`src/hw/rtl/pmfp_pkg.sv`:
```
// Package: shared constants and types for the particulate sensor frame parser.
`timescale 1ns / 1ps
package pmfp_pkg;

  // Frame kinds, as held in the configuration register and reported per result;
  // the register takes all four codes and the last one matches no frame
  localparam logic [1:0] KIND_QUERY  = 2'd0;
  localparam logic [1:0] KIND_UPLOAD = 2'd1;
  localparam logic [1:0] KIND_ACK    = 2'd2;
  localparam logic [1:0] KIND_NONE   = 2'd3;

  // Start and identifier bytes
  localparam logic [7:0] CMD_START_BYTE = 8'hFF;
  localparam logic [7:0] QUERY_ID_BYTE  = 8'h86;
  localparam logic [7:0] ACK_ID_BYTE    = 8'hA7;
  localparam logic [7:0] UPL_START_BYTE = 8'h42;
  localparam logic [7:0] UPL_ID_BYTE    = 8'h4D;
  localparam logic [7:0] UPL_LEN_OK     = 8'd20;

  // Frame positions
  localparam logic [4:0] POS_HUNT     = 5'd0;
  localparam logic [4:0] POS_ID       = 5'd1;
  localparam logic [4:0] POS_DONE     = 5'd31;
  localparam logic [4:0] CMD_LAST     = 5'd8;
  localparam logic [4:0] UPL_LEN_POS  = 5'd3;
  localparam logic [4:0] UPL_SUM_LAST = 5'd21;
  localparam logic [4:0] UPL_CS_HI    = 5'd22;
  localparam logic [4:0] UPL_LAST     = 5'd23;

  typedef enum logic [2:0] {
    ST_OK       = 3'd0,
    ST_CSUM_ERR = 3'd1,
    ST_NO_FRAME = 3'd2,
    ST_REFUSED  = 3'd3,
    ST_BAD_LEN  = 3'd4
  } status_e;

endpackage

```
`src/hw/rtl/pmfp_if.sv`:
```
// Interfaces: byte input, result output and configuration write channels.
`timescale 1ns / 1ps
interface pmfp_byte_if;
  logic       valid;
  logic       ready;
  logic [7:0] rx_byte;
  logic       end_of_buffer;

  modport source (output valid, output rx_byte, output end_of_buffer, input ready);
  modport sink   (input valid, input rx_byte, input end_of_buffer, output ready);
endinterface

interface pmfp_res_if;
  logic        valid;
  logic        ready;
  logic [2:0]  status;
  logic [1:0]  frame_kind;
  logic [15:0] pm1_value;
  logic [15:0] pm2_5_value;
  logic [15:0] pm10_value;

  modport source (output valid, output status, output frame_kind, output pm1_value,
                  output pm2_5_value, output pm10_value, input ready);
  modport sink   (input valid, input status, input frame_kind, input pm1_value,
                  input pm2_5_value, input pm10_value, output ready);
endinterface

interface pmfp_cfg_if;
  logic       valid;
  logic       ready;
  logic [1:0] expected_kind;

  modport source (output valid, output expected_kind, input ready);
  modport sink   (input valid, input expected_kind, output ready);
endinterface

```
`src/hw/rtl/pm_sensor_frame_parser_core.sv`:
```
// Top level: particulate sensor receive-frame parser with a registered result port.
// Result: registered, and shown on res_o in the cycle after the transfer of the byte causing it.
// Throughput: one byte per cycle; the result register frees in the cycle it is taken,
//   so the byte port stalls only while a shown result is refused by the sink.
// Reset: rst_ni clears the frame state, the result valid and the kind register (query
//   response); the parser starts out hunting for a start byte.
`timescale 1ns / 1ps
module pm_sensor_frame_parser_core (
  input  logic        clk_i,
  input  logic        rst_ni,
  pmfp_byte_if.sink   byte_i,
  pmfp_cfg_if.sink    cfg_i,
  pmfp_res_if.source  res_o
);

  // Configuration register and per-frame parse state
  logic [1:0]  kind_q, kind_d;
  logic [4:0]  pos_q, pos_d;
  logic [15:0] sum_q, sum_d;
  logic [7:0]  len_q, len_d;
  logic [15:0] pm1_q, pm1_d;
  logic [15:0] pm25_q, pm25_d;
  logic [15:0] pm10_q, pm10_d;
  logic [7:0]  cs_hi_q, cs_hi_d;
  logic        ack_q, ack_d;

  // Result register
  logic        res_valid_q;
  logic [2:0]  res_status_q;
  logic [1:0]  res_kind_q;
  logic [15:0] res_pm1_q, res_pm25_q, res_pm10_q;

  // Result of this byte, if any
  logic              hit;
  pmfp_pkg::status_e hit_status;
  logic [15:0]       hit_pm1, hit_pm25, hit_pm10;

  logic       byte_fire, cfg_fire;
  logic       has_start;
  logic [7:0] start_b, id_b, b;
  logic       eob;
  logic [7:0] cmd_sum;
  logic [7:0] cmd_expect;
  logic [15:0] upl_sent;

  // Accept a byte whenever the result register is empty or being emptied
  assign byte_i.ready = !res_valid_q || res_o.ready;
  assign cfg_i.ready  = 1'b1;
  assign byte_fire    = byte_i.valid && byte_i.ready;
  assign cfg_fire     = cfg_i.valid;

  assign b   = byte_i.rx_byte;
  assign eob = byte_i.end_of_buffer;

  // Start and identifier bytes of the kind sought; the unused kind never starts
  assign has_start = (kind_q != pmfp_pkg::KIND_NONE);
  assign start_b   = (kind_q == pmfp_pkg::KIND_UPLOAD) ? pmfp_pkg::UPL_START_BYTE
                                                       : pmfp_pkg::CMD_START_BYTE;
  assign id_b      = (kind_q == pmfp_pkg::KIND_QUERY)  ? pmfp_pkg::QUERY_ID_BYTE :
                     (kind_q == pmfp_pkg::KIND_ACK)    ? pmfp_pkg::ACK_ID_BYTE
                                                       : pmfp_pkg::UPL_ID_BYTE;

  // Command frames keep an 8-bit sum; the check byte is its two's complement
  assign cmd_sum    = sum_q[7:0] + b;
  assign cmd_expect = 8'd0 - sum_q[7:0];
  assign upl_sent   = {cs_hi_q, b};

  always_comb begin
    kind_d     = kind_q;
    pos_d      = pos_q;
    sum_d      = sum_q;
    len_d      = len_q;
    pm1_d      = pm1_q;
    pm25_d     = pm25_q;
    pm10_d     = pm10_q;
    cs_hi_d    = cs_hi_q;
    ack_d      = ack_q;
    hit        = 1'b0;
    hit_status = pmfp_pkg::ST_OK;
    hit_pm1    = '0;
    hit_pm25   = '0;
    hit_pm10   = '0;

    if (cfg_fire) begin
      // A register write abandons any partial frame and the reported mark
      kind_d = cfg_i.expected_kind;
      pos_d  = pmfp_pkg::POS_HUNT;
      sum_d  = '0;
    end else if (byte_fire) begin
      if (pos_q == pmfp_pkg::POS_DONE) begin
        // Burst already reported: drop the byte
      end else if (pos_q == pmfp_pkg::POS_HUNT) begin
        if (has_start && (b == start_b)) begin
          pos_d = pmfp_pkg::POS_ID;
          sum_d = (kind_q == pmfp_pkg::KIND_UPLOAD) ? {8'd0, b} : 16'd0;
        end
      end else if (pos_q == pmfp_pkg::POS_ID) begin
        if (b == id_b) begin
          sum_d = sum_q + {8'd0, b};
          pos_d = 5'd2;
        end else if (b == start_b) begin
          // Repeated start byte: restart the frame here
          pos_d = pmfp_pkg::POS_ID;
          sum_d = (kind_q == pmfp_pkg::KIND_UPLOAD) ? {8'd0, b} : 16'd0;
        end else begin
          pos_d = pmfp_pkg::POS_HUNT;
          sum_d = '0;
        end
      end else if (kind_q != pmfp_pkg::KIND_UPLOAD) begin
        // Nine-byte command frame
        if (pos_q < pmfp_pkg::CMD_LAST) begin
          sum_d = {8'd0, cmd_sum};
          case (pos_q)
            5'd2: begin
              pm1_d[15:8] = b;
              ack_d       = (b != 8'd0);
            end
            5'd3:    pm1_d[7:0]   = b;
            5'd4:    pm10_d[15:8] = b;
            5'd5:    pm10_d[7:0]  = b;
            5'd6:    pm25_d[15:8] = b;
            default: pm25_d[7:0]  = b;
          endcase
          pos_d = pos_q + 5'd1;
        end else begin
          hit   = 1'b1;
          pos_d = pmfp_pkg::POS_DONE;
          if (cmd_expect != b) begin
            hit_status = pmfp_pkg::ST_CSUM_ERR;
          end else if (kind_q == pmfp_pkg::KIND_QUERY) begin
            hit_status = pmfp_pkg::ST_OK;
            hit_pm1    = pm1_q;
            hit_pm25   = pm25_q;
            hit_pm10   = pm10_q;
          end else begin
            hit_status = ack_q ? pmfp_pkg::ST_OK : pmfp_pkg::ST_REFUSED;
          end
        end
      end else begin
        // 24-byte upload frame
        if (pos_q < pmfp_pkg::UPL_LAST) begin
          if (pos_q <= pmfp_pkg::UPL_SUM_LAST) begin
            sum_d = sum_q + {8'd0, b};
          end
          case (pos_q)
            pmfp_pkg::UPL_LEN_POS: len_d = b;
            5'd10:                 pm1_d[15:8]  = b;
            5'd11:                 pm1_d[7:0]   = b;
            5'd12:                 pm25_d[15:8] = b;
            5'd13:                 pm25_d[7:0]  = b;
            5'd14:                 pm10_d[15:8] = b;
            5'd15:                 pm10_d[7:0]  = b;
            pmfp_pkg::UPL_CS_HI:   cs_hi_d = b;
            default: ;
          endcase
          pos_d = pos_q + 5'd1;
        end else begin
          hit   = 1'b1;
          pos_d = pmfp_pkg::POS_DONE;
          // A bad length outranks a checksum error
          if (len_q != pmfp_pkg::UPL_LEN_OK) begin
            hit_status = pmfp_pkg::ST_BAD_LEN;
          end else if (upl_sent != sum_q) begin
            hit_status = pmfp_pkg::ST_CSUM_ERR;
          end else begin
            hit_status = pmfp_pkg::ST_OK;
            hit_pm1    = pm1_q;
            hit_pm25   = pm25_q;
            hit_pm10   = pm10_q;
          end
        end
      end

      // End of burst: report a missing frame unless one was already reported, then go back to hunting
      if (eob) begin
        if (!hit && (pos_d != pmfp_pkg::POS_DONE)) begin
          hit        = 1'b1;
          hit_status = pmfp_pkg::ST_NO_FRAME;
          hit_pm1    = '0;
          hit_pm25   = '0;
          hit_pm10   = '0;
        end
        pos_d = pmfp_pkg::POS_HUNT;
        sum_d = '0;
      end
    end
  end

  // Parse state
  always_ff @(posedge clk_i or negedge rst_ni) begin
    if (!rst_ni) begin
      kind_q  <= pmfp_pkg::KIND_QUERY;
      pos_q   <= pmfp_pkg::POS_HUNT;
      sum_q   <= '0;
      len_q   <= '0;
      pm1_q   <= '0;
      pm25_q  <= '0;
      pm10_q  <= '0;
      cs_hi_q <= '0;
      ack_q   <= 1'b0;
    end else begin
      kind_q  <= kind_d;
      pos_q   <= pos_d;
      sum_q   <= sum_d;
      len_q   <= len_d;
      pm1_q   <= pm1_d;
      pm25_q  <= pm25_d;
      pm10_q  <= pm10_d;
      cs_hi_q <= cs_hi_d;
      ack_q   <= ack_d;
    end
  end

  // Result valid: load on a new result, drop once the sink has taken it
  always_ff @(posedge clk_i or negedge rst_ni) begin
    if (!rst_ni) begin
      res_valid_q <= 1'b0;
    end else if (byte_fire && hit) begin
      res_valid_q <= 1'b1;
    end else if (res_o.ready) begin
      res_valid_q <= 1'b0;
    end
  end

  // Result payload: hold while stalled
  always_ff @(posedge clk_i) begin
    if (byte_fire && hit) begin
      res_status_q <= hit_status;
      res_kind_q   <= kind_q;
      res_pm1_q    <= hit_pm1;
      res_pm25_q   <= hit_pm25;
      res_pm10_q   <= hit_pm10;
    end
  end

  assign res_o.valid       = res_valid_q;
  assign res_o.status      = res_status_q;
  assign res_o.frame_kind  = res_kind_q;
  assign res_o.pm1_value   = res_pm1_q;
  assign res_o.pm2_5_value = res_pm25_q;
  assign res_o.pm10_value  = res_pm10_q;

endmodule

```
`src/flat_wrapper.sv`:
```
// flat-port wrapper written by rule: the top's interface ports become plain ports
module pm_sensor_frame_parser_core_flat 
  (clk_i, rst_ni, byte_i_valid, byte_i_rx_byte, byte_i_end_of_buffer, byte_i_ready, cfg_i_valid, cfg_i_expected_kind, cfg_i_ready, res_o_valid, res_o_status, res_o_frame_kind, res_o_pm1_value, res_o_pm2_5_value, res_o_pm10_value, res_o_ready);
  pmfp_byte_if byte_i_i ();
  pmfp_cfg_if cfg_i_i ();
  pmfp_res_if res_o_i ();
  input  logic clk_i;
  input  logic rst_ni;
  input wire logic [$bits(byte_i_i.valid)-1:0] byte_i_valid;
  input wire logic [$bits(byte_i_i.rx_byte)-1:0] byte_i_rx_byte;
  input wire logic [$bits(byte_i_i.end_of_buffer)-1:0] byte_i_end_of_buffer;
  output wire logic [$bits(byte_i_i.ready)-1:0] byte_i_ready;
  input wire logic [$bits(cfg_i_i.valid)-1:0] cfg_i_valid;
  input wire logic [$bits(cfg_i_i.expected_kind)-1:0] cfg_i_expected_kind;
  output wire logic [$bits(cfg_i_i.ready)-1:0] cfg_i_ready;
  output wire logic [$bits(res_o_i.valid)-1:0] res_o_valid;
  output wire logic [$bits(res_o_i.status)-1:0] res_o_status;
  output wire logic [$bits(res_o_i.frame_kind)-1:0] res_o_frame_kind;
  output wire logic [$bits(res_o_i.pm1_value)-1:0] res_o_pm1_value;
  output wire logic [$bits(res_o_i.pm2_5_value)-1:0] res_o_pm2_5_value;
  output wire logic [$bits(res_o_i.pm10_value)-1:0] res_o_pm10_value;
  input wire logic [$bits(res_o_i.ready)-1:0] res_o_ready;
  assign byte_i_i.valid = byte_i_valid;
  assign byte_i_i.rx_byte = byte_i_rx_byte;
  assign byte_i_i.end_of_buffer = byte_i_end_of_buffer;
  assign byte_i_ready = byte_i_i.ready;
  assign cfg_i_i.valid = cfg_i_valid;
  assign cfg_i_i.expected_kind = cfg_i_expected_kind;
  assign cfg_i_ready = cfg_i_i.ready;
  assign res_o_valid = res_o_i.valid;
  assign res_o_status = res_o_i.status;
  assign res_o_frame_kind = res_o_i.frame_kind;
  assign res_o_pm1_value = res_o_i.pm1_value;
  assign res_o_pm2_5_value = res_o_i.pm2_5_value;
  assign res_o_pm10_value = res_o_i.pm10_value;
  assign res_o_i.ready = res_o_ready;
  pm_sensor_frame_parser_core u_core (.clk_i(clk_i), .rst_ni(rst_ni), .byte_i(byte_i_i), .cfg_i(cfg_i_i), .res_o(res_o_i));
endmodule
```
`config.mk`:
```
export PLATFORM = sky130hd
export DESIGN_NAME = pm_sensor_frame_parser_core_flat
export DESIGN_NICKNAME = d
export VERILOG_FILES = /design/src/hw/rtl/pmfp_pkg.sv /design/src/hw/rtl/pmfp_if.sv /design/src/hw/rtl/pm_sensor_frame_parser_core.sv /design/src/flat_wrapper.sv
export SDC_FILE = /design/constraint.sdc
export NUM_CORES = 1
export LEC_CHECK = 0
export BUFFER_PORTS_ARGS = -buffer_cell sky130_fd_sc_hd__buf_2
export CAP_MARGIN = 20
export CORE_UTILIZATION = 37
export DETAILED_ROUTE_END_ITERATION = 10
export PLACE_DENSITY = 0.55
export REMOVE_ABC_BUFFERS = 1
export SLEW_MARGIN = 40
export SYNTH_ARGS = -nofsm -noshare
export SYNTH_HDL_FRONTEND = slang
export SYNTH_SLANG_ARGS = --single-unit
export TNS_END_PERCENT = 5
```
`constraint.sdc`:
```
create_clock -name clk_i -period 4.3 [get_ports clk_i]
set_input_delay 0.645 -clock clk_i [delete_from_list [all_inputs] [get_ports clk_i]]
set_output_delay 0.645 -clock clk_i [all_outputs]
set_load 0.01 [all_outputs]
```
# Word-level counts from Yosys, hierarchy flattened
# Index checks and enable logic that the tools add are counted.
# word_totals
out_inout_bits,56
inputBits,16
register_bits,142
word_cells,213
# op_classes
n_lt_le_gt_ge,3
n_mux,115
n_eq_ne,34
bitwise,6
n_reduce_logical,33
addsub,4
# ops
op,count
$mux 16,58
$mux 8,16
$mux 5,13
$reduce_and 9->1,6
$mux 3,11
$eq 5x4->1 const B,6
$reduce_and 8->1,3
$reduce_bool 2->1,9
$add 16x8->16,1
$eq 8x8->1,2
$mux 1,16
$ne 16x16->1,1
$ne 2x2->1 const B,8
$eq 5x3->1 const B,3
$reduce_bool 6->1,2
$eq 5x2->1 const B,2
$eq 5x5->1 const B,2
$add 8x8->8,1
$ne 8x5->1 const B,1
$ne 8x8->1,1
$reduce_bool 8->1,1
$sub 1x8->8 const A,1
$ne 6x4->1 const B,1
$not 1->1,6
20 further kinds,24

# Depth between registers and ports, before layout
# logic_depth
word_depth,18
depth_mapped,14
mapped_depth_nobuf,10

# Least setup slack after synthesis
# Ideal clock, no wire load.
# synth_path
path_kind,reg2reg
startpoint,register u_core.kind_q[1]
endpoint,"register u_core.res_kind_q[0] (netlist: u_core.res_o.frame_kind[0]), enable pin"
path_buffers,2
stages_incl_launch_ff,13
setup_ps,412
period_less_slack_ps,4218
required_ps,3888
slack_ps,82
t_arrival_ps,3806
cell_sequence,dfrtp_1 nand2b_1 clkbuf_1 inv_1 clkbuf_1 ha_1 nand4_1 a211o_1 a21oi_1 o32a_1 o41ai_2 or3_1 nand2_1
# synth_between
elab_chain_len,17
elab_cells_between_ends,34
cone_classes,eq/ne (7); mux (22); reduce/logical (5)
# synth_rtl
element,line,text
start: declaration,pm_sensor_frame_parser_core.sv:17,"logic [1:0] kind_q, kind_d;"
start signal: assignment,pm_sensor_frame_parser_core.sv:192,kind_q <= pmfp_pkg::KIND_QUERY;
start signal: assignment,pm_sensor_frame_parser_core.sv:202,kind_q <= kind_d;
$eq 2x1->1 / $eq 2x2->1 (equally long branches),"pm_sensor_frame_parser_core.sv:57, pm_sensor_frame_parser_core.sv:60",
$mux 8 (on tied branches),"pm_sensor_frame_parser_core.sv:57, pm_sensor_frame_parser_core.sv:60",
$eq 8x8->1 / $mux 8 (equally long branches),"pm_sensor_frame_parser_core.sv:93, pm_sensor_frame_parser_core.sv:101, pm_sensor_frame_parser_core.sv:59",
$mux 1 / $eq 8x8->1 (equally long branches),"pm_sensor_frame_parser_core.sv:101, pm_sensor_frame_parser_core.sv:98",
$mux 5,pm_sensor_frame_parser_core.sv:98,if (b == id_b) begin
$mux 5,pm_sensor_frame_parser_core.sv:97,end else if (pos_q == pmfp_pkg::POS_ID) begin
$mux 5,pm_sensor_frame_parser_core.sv:92,end else if (pos_q == pmfp_pkg::POS_HUNT) begin
$mux 5,pm_sensor_frame_parser_core.sv:90,if (pos_q == pmfp_pkg::POS_DONE) begin
$mux 5,pm_sensor_frame_parser_core.sv:89,end else if (byte_fire) begin
$mux 5,pm_sensor_frame_parser_core.sv:84,if (cfg_fire) begin
$ne 5x5->1,pm_sensor_frame_parser_core.sv:176,if (!hit && (pos_d != pmfp_pkg::POS_DONE)) begin
$logic_and 1x1->1,pm_sensor_frame_parser_core.sv:176,
$mux 1,pm_sensor_frame_parser_core.sv:176,
$mux 1 (*),pm_sensor_frame_parser_core.sv:175,if (eob) begin
$mux 1 (*),pm_sensor_frame_parser_core.sv:89,
$mux 1 (*),pm_sensor_frame_parser_core.sv:84,
$logic_and 1x1->1 (*),pm_sensor_frame_parser_core.sv:227,if (byte_fire && hit) begin
end signal: assignment,pm_sensor_frame_parser_core.sv:229,res_kind_q <= kind_q;
end: declaration,pm_sensor_frame_parser_core.sv:30,logic [1:0] res_kind_q;
# Mark *: on every way between the ends. The rest lies on a longest branch, timed or not. The select of a mux whose other input is x is not followed.
# A chain may end at the register's enable or synchronous reset.

# Final worst setup path
# layout_path
startpoint,register u_core.pos_q[0]
endpoint,register u_core.res_pm1_q[7] (netlist: u_core.res_o.pm1_value[7]) (data pin)
# layout_between
elab_chain_len,12
elab_cells_between_ends,34
cone_classes,add/sub (1); order compare (2); eq/ne (3); mux (25); reduce/logical (3)
# layout_rtl
element,line,text
start: declaration,pm_sensor_frame_parser_core.sv:18,"logic [4:0] pos_q, pos_d;"
start signal: assignment,pm_sensor_frame_parser_core.sv:193,pos_q <= pmfp_pkg::POS_HUNT;
start signal: assignment,pm_sensor_frame_parser_core.sv:203,pos_q <= pos_d;
$add 5x1->5 (tied with other cells),"pm_sensor_frame_parser_core.sv:124, pm_sensor_frame_parser_core.sv:156",
$mux 5 (tied with other cells),pm_sensor_frame_parser_core.sv:141,if (pos_q < pmfp_pkg::UPL_LAST) begin
$mux 5 / $mux 1 (equally long branches),pm_sensor_frame_parser_core.sv:109,end else if (kind_q != pmfp_pkg::KIND_UPLOAD) begin
$mux 5 / $mux 1 (equally long branches),pm_sensor_frame_parser_core.sv:97,
$mux 5 / $mux 1 (equally long branches),pm_sensor_frame_parser_core.sv:92,
$mux 5 / $mux 1 (equally long branches),pm_sensor_frame_parser_core.sv:90,
$mux 5 / $mux 1 (equally long branches),pm_sensor_frame_parser_core.sv:89,
$mux 5 / $mux 1 (equally long branches),pm_sensor_frame_parser_core.sv:84,
$ne 5x5->1 / $logic_not 1->1 (equally long branches),pm_sensor_frame_parser_core.sv:176,
$logic_and 1x1->1,pm_sensor_frame_parser_core.sv:176,
$mux 16,pm_sensor_frame_parser_core.sv:176,
$mux 16 (*),pm_sensor_frame_parser_core.sv:175,
end signal: assignment,pm_sensor_frame_parser_core.sv:230,res_pm1_q <= hit_pm1;
end: declaration,pm_sensor_frame_parser_core.sv:31,"logic [15:0] res_pm1_q, res_pm25_q, res_pm10_q;"
# Marks and branches as above.

==> impl_results.md <==
- Die H: 140 um
- Fraction of layout instances using a drive strength above 1: 0.286
- Antenna Violating Nets Remaining: 0
- Upper clock frequency limit: 281 MHz
- CP required: 4.59 ns
- Die Footprint: 19500 um2
- CTS tree: yes
- Drt wl/cell: 18.7 um
- Row count: 49
- Hold_buf cts: 0
- Avg Inst Size Synth: 11.9 um2
- Max-slew violations: 0
- Post-synthesis cell count: 588
- Worst Setup EP: u_core.res_o.pm1_value[7]$_SDFFCE_PP0P_
- Max rail drop VDD: 0.263 mV
- Total gr overflow: 0
- Gr usage total: 0.183
- Area delta synth->final: 17.9%
- First-pass GRT wire length: 27.5 mm
- Mapped Area: 7000 um2
- #FFs+latches synth: 142
- Arrival time worst endpoint: 3.86 ns
- Gpl congestion: 0.911
- Io pins: 72
- Total power divided by cell area: 374 nW/um2
- Final min period: 3.56 ns
- Register area share after synthesis: 0.545
- Core Area: 18300 um2
- Post-cts repair resize count: 0
- Clk_skew: 0.0107 ns
- EDFF count, synth: 53
- Critical Path Sink Type: flop
- DRT Wirelength: 16.9 mm
- Cell area after layout: 8250 um2
- Clock root cell: clkbuf_16
- Initial antenna violation count: 0
- Crit path launch type: flop
- Number of global-route vias before repair: 5042
- Max Buffers Root-to-Sink: 2
- Max_slew headroom: 0.517
- Setup crit start: u_core.pos_q[0]$_DFFE_PN0P_
- Fillers: 1704
- # setup viols final: 0
- Post-DP Area: 7660 um2
- Unrepaired setup endpoints after global routing: false
- Worst-skew pair later-pin latency: 0.42 ns
- Post-synth top flop: dfrtp_1
- Number of vias per cell: 5.51
- DP HPWL: 11.4 mm
- Net count, final: 699
- Reg2Reg Depth: 10
- Starting Density: 0.383
- R2R Setup Slk: 0.74 ns
- Width of the die: 140 um
- Port bufs: 70
- Slew @ Worst Pin: 0.718 ns
- Via count: 4973
- Final hold violations: 0
- DR iter-0 viols: 201
- Synth Warn #: 0
- Post-CTS Setup Repair Bufs: 0
- Setup TNS: 0 ns
- TritonRoute pass-1 iters: 5
- Post-synth ARST share: 0.627
- CTS Sinks: 142
- Critical path class: reg2reg
- Fin crit share: 0.829
- Status: completed
- Worst r2r src: u_core.pos_q[0]$_DFFE_PN0P_
- CTS Buf Count: 17
- Max-Cap Viols: 0
- Clock-pin slew on the worst setup and hold paths: 0.07 ns
- CP max FO: 37
- Largest net degree at the start of global routing: 72
- Terminus of the critical flop-to-flop path: u_core.res_o.pm1_value[7]$_SDFFCE_PP0P_
- N_diodes: 0
- H-tree levels: 4
- Residual DRC: 0
- Static leakage: 3.73 nW
- Min-delay worst type: in2async
- Synth cell types: 61
[synthesized netlist by cell type (all sizes together), types with 6 or more instances]
| library cell | count | area share |
|---|---|---|
| dfrtp | 89 | 0.32 |
| a22o | 10 | 0.013 |
| mux2 | 62 | 0.10 |
| xnor2 | 24 | 0.030 |
| xor2 | 8 | 0.010 |
| nor3 | 14 | 0.010 |
| edfxtp | 53 | 0.23 |
| and3 | 54 | 0.048 |
| a211oi | 8 | 0.0086 |
| ha | 21 | 0.038 |
| nand4 | 10 | 0.0089 |
| nand2 | 26 | 0.014 |
| o21ai | 33 | 0.024 |
| inv | 16 | 0.0086 |
| a21oi | 13 | 0.0098 |
| nand3 | 18 | 0.013 |
| nor4 | 7 | 0.0063 |
| clkbuf | 28 | 0.015 |
| nor2 | 24 | 0.013 |
| buf | 6 | 0.0064 |
[metal layers]
layer / up-vias / GRT usage / share of wire
met5: - / 0 / 0
met2: 125 / 0.294 / 0.49
li1: 2345 / - / -
met1: 2480 / 0.245 / 0.46
met3: 23 / 0.0330 / 0.037
met4: 0 / 0.0746 / 0.015
[critical path, cell delays in order, from the launching register on]
cell	delay, ns
dfrtp_1	0.46
ha_1	0.31
and3_1	0.23
ha_1	0.34
or3_1	0.46
o21ai_0	0.34
o21ai_0	0.20
o41ai_2	0.31
and2_2	0.36
buf_12	0.22
and3_1	0.18
[layout make-up]
| type | count | area [um2] | area share |
|---|---|---|---|
| clock buffer | 17 | 425 | 0.0515 |
| clock inverter | 15 | 168 | 0.0203 |
| inverter | 16 | 60.1 | 0.00728 |
| multi-input combinational | 396 | 2980 | 0.361 |
| sequential | 142 | 3820 | 0.463 |
| tap | 229 | 287 | 0.0347 |
| timing repair buffer | 88 | 517 | 0.0626 |
[through the flow]
stage	power (mW)	hold WS [ns]	cells	util	setup WS (ns)
after detailed placement	1.64	0.479	871	0.419	0.714
after CTS	3.12	0.261	903	0.452	0.785
after global routing	3.19	0.293	903	0.452	0.583
after floorplan	1.54	0.349	554	-	0.0353
after global placement	1.64	0.461	871	0.419	0.814
final	3.09	0.235	903	0.452	0.735
[cells in the final DEF, fill, tap and decap left out, types with 3 or more instances in the layout]
cell type,Yosys,layout
dfrtp_1,89,89
buf_2,3,69
mux2_2,62,62
and3_1,54,54
edfxtp_1,53,53
o21ai_0,32,32
nand2_1,26,25
nor2_1,24,24
xnor2_1,24,24
ha_1,21,21
nand3_1,18,18
clkbuf_16,0,17
inv_1,16,16
buf_4,1,16
nor3_1,14,14
a21oi_1,12,11
nand4_1,10,10
a22o_1,10,10
a211oi_1,8,8
xor2_1,8,8
nor4_1,7,7
inv_6,0,6
nand2b_1,5,5
a211o_1,4,4
or3_1,4,4
inv_8,0,4
a31oi_1,3,3
a21o_1,3,3
o21bai_1,3,3
nor3b_1,3,3
[flip-flops by register name (all words and copies together) (netlist names)]
| register | flops |
|---|---|
| u_core.ack_q | 1 |
| u_core.cs_hi_q | 8 |
| u_core.kind_q | 2 |
| u_core.len_q | 8 |
| u_core.pm10_q | 16 |
| u_core.pm1_q | 16 |
| u_core.pm25_q | 16 |
| u_core.pos_q | 5 |
| u_core.res_o.frame_kind | 2 |
| u_core.res_o.pm10_value | 16 |
| u_core.res_o.pm1_value | 16 |
| u_core.res_o.pm2_5_value | 16 |
| u_core.res_o.status | 3 |
| u_core.res_o.valid | 1 |
| u_core.sum_q | 16 |
[worst min-delay path by stage]
stage,startpoint,slack [ns],to
after floorplan,rst_ni,0.35,u_core.ack_q$_DFFE_PN0P_
after global placement,u_core.len_q[2]$_DFFE_PN0P_,0.46,u_core.len_q[2]$_DFFE_PN0P_
after detailed placement,u_core.len_q[2]$_DFFE_PN0P_,0.48,u_core.len_q[2]$_DFFE_PN0P_
after CTS,rst_ni,0.26,u_core.sum_q[7]$_DFFE_PN0P_
after global routing,rst_ni,0.29,u_core.sum_q[7]$_DFFE_PN0P_
final,rst_ni,0.23,u_core.sum_q[7]$_DFFE_PN0P_
[report_power, final]
part	total, mW	internal [mW]	switching [mW]	leakage, nW
logic	0.177	0.0575	0.119	1.73
clock network	1.47	0.828	0.646	0.286
registers	1.44	1.43	0.0107	1.72
total	3.09	2.31	0.776	3.73
[kinds of logic after synthesis]
group,Yosys count,synth area share
simple gates,180,0.145
flops,142,0.545
compound gates,98,0.0972
mux,62,0.0997
buf+inv,50,0.0300
xor+xnor,32,0.0400
fa+ha+maj,23,0.0418
other cells,1,0.000536
No activity file was read; power rests on OpenSTA's default activity.
